--- config.mk ---
export PLATFORM = sky130hd
export DESIGN_NAME = lzss_ctrl
export DESIGN_NICKNAME = d
export VERILOG_FILES = /design/src/design/lzss_pkg.sv /design/src/design/lzss_ctrl.sv
export SDC_FILE = /design/constraint.sdc
export NUM_CORES = 1
export LEC_CHECK = 0
export BUFFER_PORTS_ARGS = -buffer_cell sky130_fd_sc_hd__buf_2
export CORE_AREA = 2 2 39 41
export DETAILED_ROUTE_END_ITERATION = 10
export DIE_AREA = 0 0 41 43
export PLACE_DENSITY_LB_ADDON = 0.2
export SYNTH_ARGS = -nofsm -noshare
export SYNTH_HDL_FRONTEND = slang
export SYNTH_SLANG_ARGS = --single-unit
--- constraint.sdc ---
create_clock -name i_clk -period 1.6 [get_ports i_clk]
set_input_delay 0.16 -clock i_clk [delete_from_list [all_inputs] [get_ports i_clk]]
set_output_delay 0.16 -clock i_clk [all_outputs]
set_load 0.02 [all_outputs]
--- src/design/lzss_pkg.sv ---
// Shared types and constants of the LZSS window decoder.
`timescale 1ns / 1ps
`default_nettype none

package lzss_pkg;

    localparam int WIN_DEPTH = 4096;
    localparam int WIN_AW    = $clog2(WIN_DEPTH);
    localparam int FILL_W    = WIN_AW + 1;
    localparam int MLEN_W    = 5;

    localparam logic [WIN_AW-1:0] WIN_START = 12'hFEE;
    localparam logic [MLEN_W-1:0] MIN_MATCH = 5'd3;
    localparam logic [FILL_W-1:0] WIN_FULL  = FILL_W'(WIN_DEPTH);

    // Which byte of the compressed stream is expected next.
    typedef enum logic [1:0] {
        PH_FLAG  = 2'd0,
        PH_BODY  = 2'd1,
        PH_OFFHI = 2'd2
    } t_phase;

    // Commands from the controller to the datapath.
    typedef struct packed {
        logic accept;    // an input transaction completes this cycle
        logic emit;      // load the output register and write the window
        logic emit_mem;  // the emitted byte comes from the window read
        logic rd_issue;  // read the window at the match address
        logic consume;   // drop the current control bit
    } t_cmd;

    // Status from the datapath to the controller.
    typedef struct packed {
        t_phase phase;
        logic   flag_lsb;
        logic   finished;
        logic   slot_free;
        logic   emit_last;
        logic   match_end;
    } t_status;

endpackage

`default_nettype wire

--- src/design/lzss_ctrl.sv ---
// Controller state machine of the LZSS window decoder.
`timescale 1ns / 1ps
`default_nettype none

module lzss_ctrl (
    input  logic              i_clk,
    input  logic              i_rst_n,
    input  logic              i_cfg_we,
    input  logic              i_in_valid,
    input  lzss_pkg::t_status i_status,
    output lzss_pkg::t_cmd    o_cmd,
    output logic              o_in_stall
);
    import lzss_pkg::*;

    typedef enum logic [3:0] {
        S_IDLE = 4'b0001,
        S_LIT  = 4'b0010,
        S_MRD  = 4'b0100,
        S_MWR  = 4'b1000
    } t_state;

    t_state r_state;
    t_state n_state;
    t_cmd   w_cmd;

    always_comb begin
        n_state = r_state;
        w_cmd   = '0;
        unique case (r_state)
            S_IDLE: begin
                if (i_in_valid) begin
                    w_cmd.accept = 1'b1;
                    if (!i_status.finished) begin
                        if (i_status.phase == PH_BODY && i_status.flag_lsb) begin
                            n_state = S_LIT;
                        end else if (i_status.phase == PH_OFFHI) begin
                            n_state = S_MRD;
                        end
                    end
                end
            end
            S_LIT: begin
                if (i_status.slot_free) begin
                    w_cmd.emit    = 1'b1;
                    w_cmd.consume = 1'b1;
                    n_state       = S_IDLE;
                end
            end
            S_MRD: begin
                w_cmd.rd_issue = 1'b1;
                n_state        = S_MWR;
            end
            S_MWR: begin
                if (i_status.slot_free) begin
                    w_cmd.emit     = 1'b1;
                    w_cmd.emit_mem = 1'b1;
                    if (i_status.emit_last || i_status.match_end) begin
                        w_cmd.consume = 1'b1;
                        n_state       = S_IDLE;
                    end else begin
                        n_state = S_MRD;
                    end
                end
            end
            default: begin
                n_state = S_IDLE;
            end
        endcase
    end

    always_ff @(posedge i_clk) begin
        if (!i_rst_n) begin
            r_state <= S_IDLE;
        end else if (i_cfg_we) begin
            r_state <= S_IDLE;
        end else begin
            r_state <= n_state;
        end
    end

    assign o_cmd      = w_cmd;
    assign o_in_stall = (r_state != S_IDLE);

    // A byte is only emitted from the window after its read was issued.
    a_mwr_after_mrd: assert property (@(posedge i_clk) disable iff (!i_rst_n)
        (r_state == S_MWR) |-> ($past(r_state) == S_MRD || $past(r_state) == S_MWR))
        else $error("match write without a preceding window read");

endmodule

`default_nettype wire

==> summary.md <==
| Metric | Value |
|---|---|
| Status | `finished clean` |
| WL/cell | `9.87 um` |
| Sw frac | `0.267` |
| Syn_nets | `54` |
| Fraction of layout cells with a size suffix above 1 | `0.390` |
| Total CTS buffers | `3` |
| Final period util | `0.944` |
| Relative contribution of sequential cells to total power | `0.366` |
| Crit-path cells | `nor2b_1 -> o21ai_0 -> a21oi_1 -> buf_2` |
| Pre-antenna DRT Iters | `4` |
| Synthesized area | `343 um^2` |
| Critical Path RT | `1.44 ns` |
| Critical Path Start Type | `flip-flop` |
| Biggest register | `r_state` |
| Total internal power | `0.000216 W` |
| Total track usage | `0.0975` |
| Hold_buf cts | `0` |
| Most frequent cell after synthesis | `nor2_1` |
| Die W | `41 um` |
| Final Power | `0.000295 W` |
| Total wire length | `740 um` |
| TritonCTS clock tree | `yes` |
| Post-route ant nets | `0` |
| Die Y | `43 um` |
| Minimum clock period | `1.51 ns` |
| Synth area leader | `dfxtp_1` |
| CTS resizes | `0` |
| VDD IR max | `0.000270 V` |
| Post-CTS Setup Bufs | `0` |
| Biggest regs | `r_state x4` |
| Crit-path max FO | `8` |
| Worst min path class | `primary input to flip-flop` |
| Clock root cell | `clkbuf_4` |
| Top Family by Delay on Critical Path | `flip-flops` |
| Setup-failing EPs final | `0` |
| Worst path arrival time | `1.35 ns` |
| Gr ovfl total | `0` |
| Post-synth EDFFs | `0` |
| Die Area | `1760 um^2` |
| Drt drc | `0` |
| LEAKAGE | `0.205 nW` |
| Ys flop type | `dfxtp_1` |
| PnR worst setup slack | `0.0895 ns` |
| Crit Path Class | `flip-flop to primary output` |
| Worst-path clk slew | `0.04 ns` |
| ANT cells | `0` |
| Fin. Hold Viols | `0` |
| Row Count | `14` |
| # IOs | `17` |
| CTS sink count | `4` |
| Port Buf Inserts | `16` |
| Synth Area per Inst | `7.97 um^2` |
| Largest net degree at the start of global routing | `10` |
| Slew headroom | `0.698` |
| Clock Tree Buf Depth | `2` |
| CP max stage cell | `dfxtp_1` |
| Post-synth top area share | `0.234` |
| Ys Warns | `0` |
| Switching pwr | `0.0000787 W` |
| Crit end category | `primary output` |
| Core area | `1380 um^2` |
| Synth async-reset ratio | `0` |
| RePlAce Congestion | `0.716` |
| Vias in the first global route | `272` |
| Post-DP HPWL | `582 um` |
| Place WS | `0.305 ns` |
| Power Density | `662 nW/um^2` |
| Max Cap Viol | `0` |
| Sequential share of the synthesized area | `0.234` |
| Worst Tran Pin Value | `0.447 ns` |
| RSZ-0062 raised after global routing | `false` |
| Crit-path max cell delay | `0.49 ns` |
| Maximum clock frequency | `0.662 GHz` |
| Fin Setup TNS | `0 ns` |
| Worst Path Buf+Inv | `1` |
| Area grow syn2layout | `29.9%` |
| Vias/cell | `4.67` |
| DRT iter0 DRCs | `6` |
| Max FFs per register | `4` |
| Initial antenna violation count | `0` |
| Synth top area cells | `dfxtp_1, nor2_1, nand2b_1` |
| First-pass GRT wire length | `1150 um` |
| Cells after synthesis | `43` |
| Final Skew | `0.00376 ns` |
| Max-slew violation count | `0` |
| Register bit total from synthesis | `4` |
| Clk network pwr share | `0.446` |
| Vias post-DR | `350` |
| Clk_lat worst skew | `0.24 ns` |
| Logic pwr share | `0.188` |
| Fin util | `0.322` |
| H-tree depth | `1` |
| Synth cell count leaders | `nor2_1, dfxtp_1, nand2b_1` |
| # nets final | `72` |
| Initial Util | `0.248` |
| Synth unique cells | `24` |
-- path summary, 6_finish.rpt --
path         startpoint  slack (ns)  cells past startpoint          to
min             i_rst_n        0.23                      3  r_state[1]
min reg2reg  r_state[1]        0.61                      1  r_state[3]
max reg2reg  r_state[3]        0.26                      3  r_state[0]
max          r_state[3]        0.09                      4    o_cmd[0]
-- power by group through the flow --
stage | logic [W] | clock network, W | registers, W
after floorplan | 0.0000371 | 0 | 0.000106
after global placement | 0.0000558 | 0 | 0.000110
after detailed placement | 0.0000556 | 0 | 0.000110
after CTS | 0.0000559 | 0.000133 | 0.000108
after global routing | 0.0000608 | 0.000137 | 0.000109
final | 0.0000555 | 0.000131 | 0.000108
-- stage by stage --
| stage | hold slack (ns) | std cells | area, um^2 |
|---|---|---|---|
| final | 0.227 | 75 | 445 |
| after global routing | 0.277 | 75 | 445 |
| after CTS | 0.244 | 75 | 445 |
| after detailed placement | 0.494 | 72 | 423 |
| after global placement | 0.474 | 72 | 423 |
| after floorplan | 0.363 | 43 | 343 |
-- worst min-delay path, cell delays in order --
cell	delay [ns]
buf_2	0.07
nand2b_1	0.09
nor2_1	0.11
-- layout by cell type (no fill, tap or decap), drive strengths merged, types with 2 or more instances in the layout --
cell / netlist / routed
mux2i: 2 / 2
a21oi: 3 / 3
and3: 2 / 2
nor2b: 2 / 2
buf: 3 / 16
nor4b: 2 / 2
nand2b: 4 / 4
dfxtp: 4 / 4
nor2: 8 / 8
o21ai: 2 / 2
clkbuf: 0 / 3
nor4: 2 / 2
-- metal layers --
| metal | GRT usage | wire (um) |
|---|---|---|
| met5 | 0 | 0 |
| met4 | 0.0800 | 17 |
| met3 | 0.0314 | 81 |
| met2 | 0.113 | 282 |
| met1 | 0.139 | 359 |
-- final cells by class --
cell class	count	area, um^2
sequential	4	80.1
fill	154	938
clock buffer	3	22.5
timing repair buffer	16	80.1
tap	16	20.0
multi-input combinational	35	239
inverter	1	3.75
-- logic make-up (layout without fill, tap and decap cells) --
| group | count (synthesis) | count (layout) | share of synthesized area |
|---|---|---|---|
| DFF | 4 | 4 | 0.234 |
| and+or+nand+nor | 24 | 24 | 0.456 |
| muxes | 2 | 2 | 0.0584 |
| AOI/OAI and AO/OA | 8 | 8 | 0.157 |
| buffers and inverters | 4 | 20 | 0.0693 |
| xor gates and xnor gates | 1 | 1 | 0.0256 |
Power figures use the tool's default switching activity.
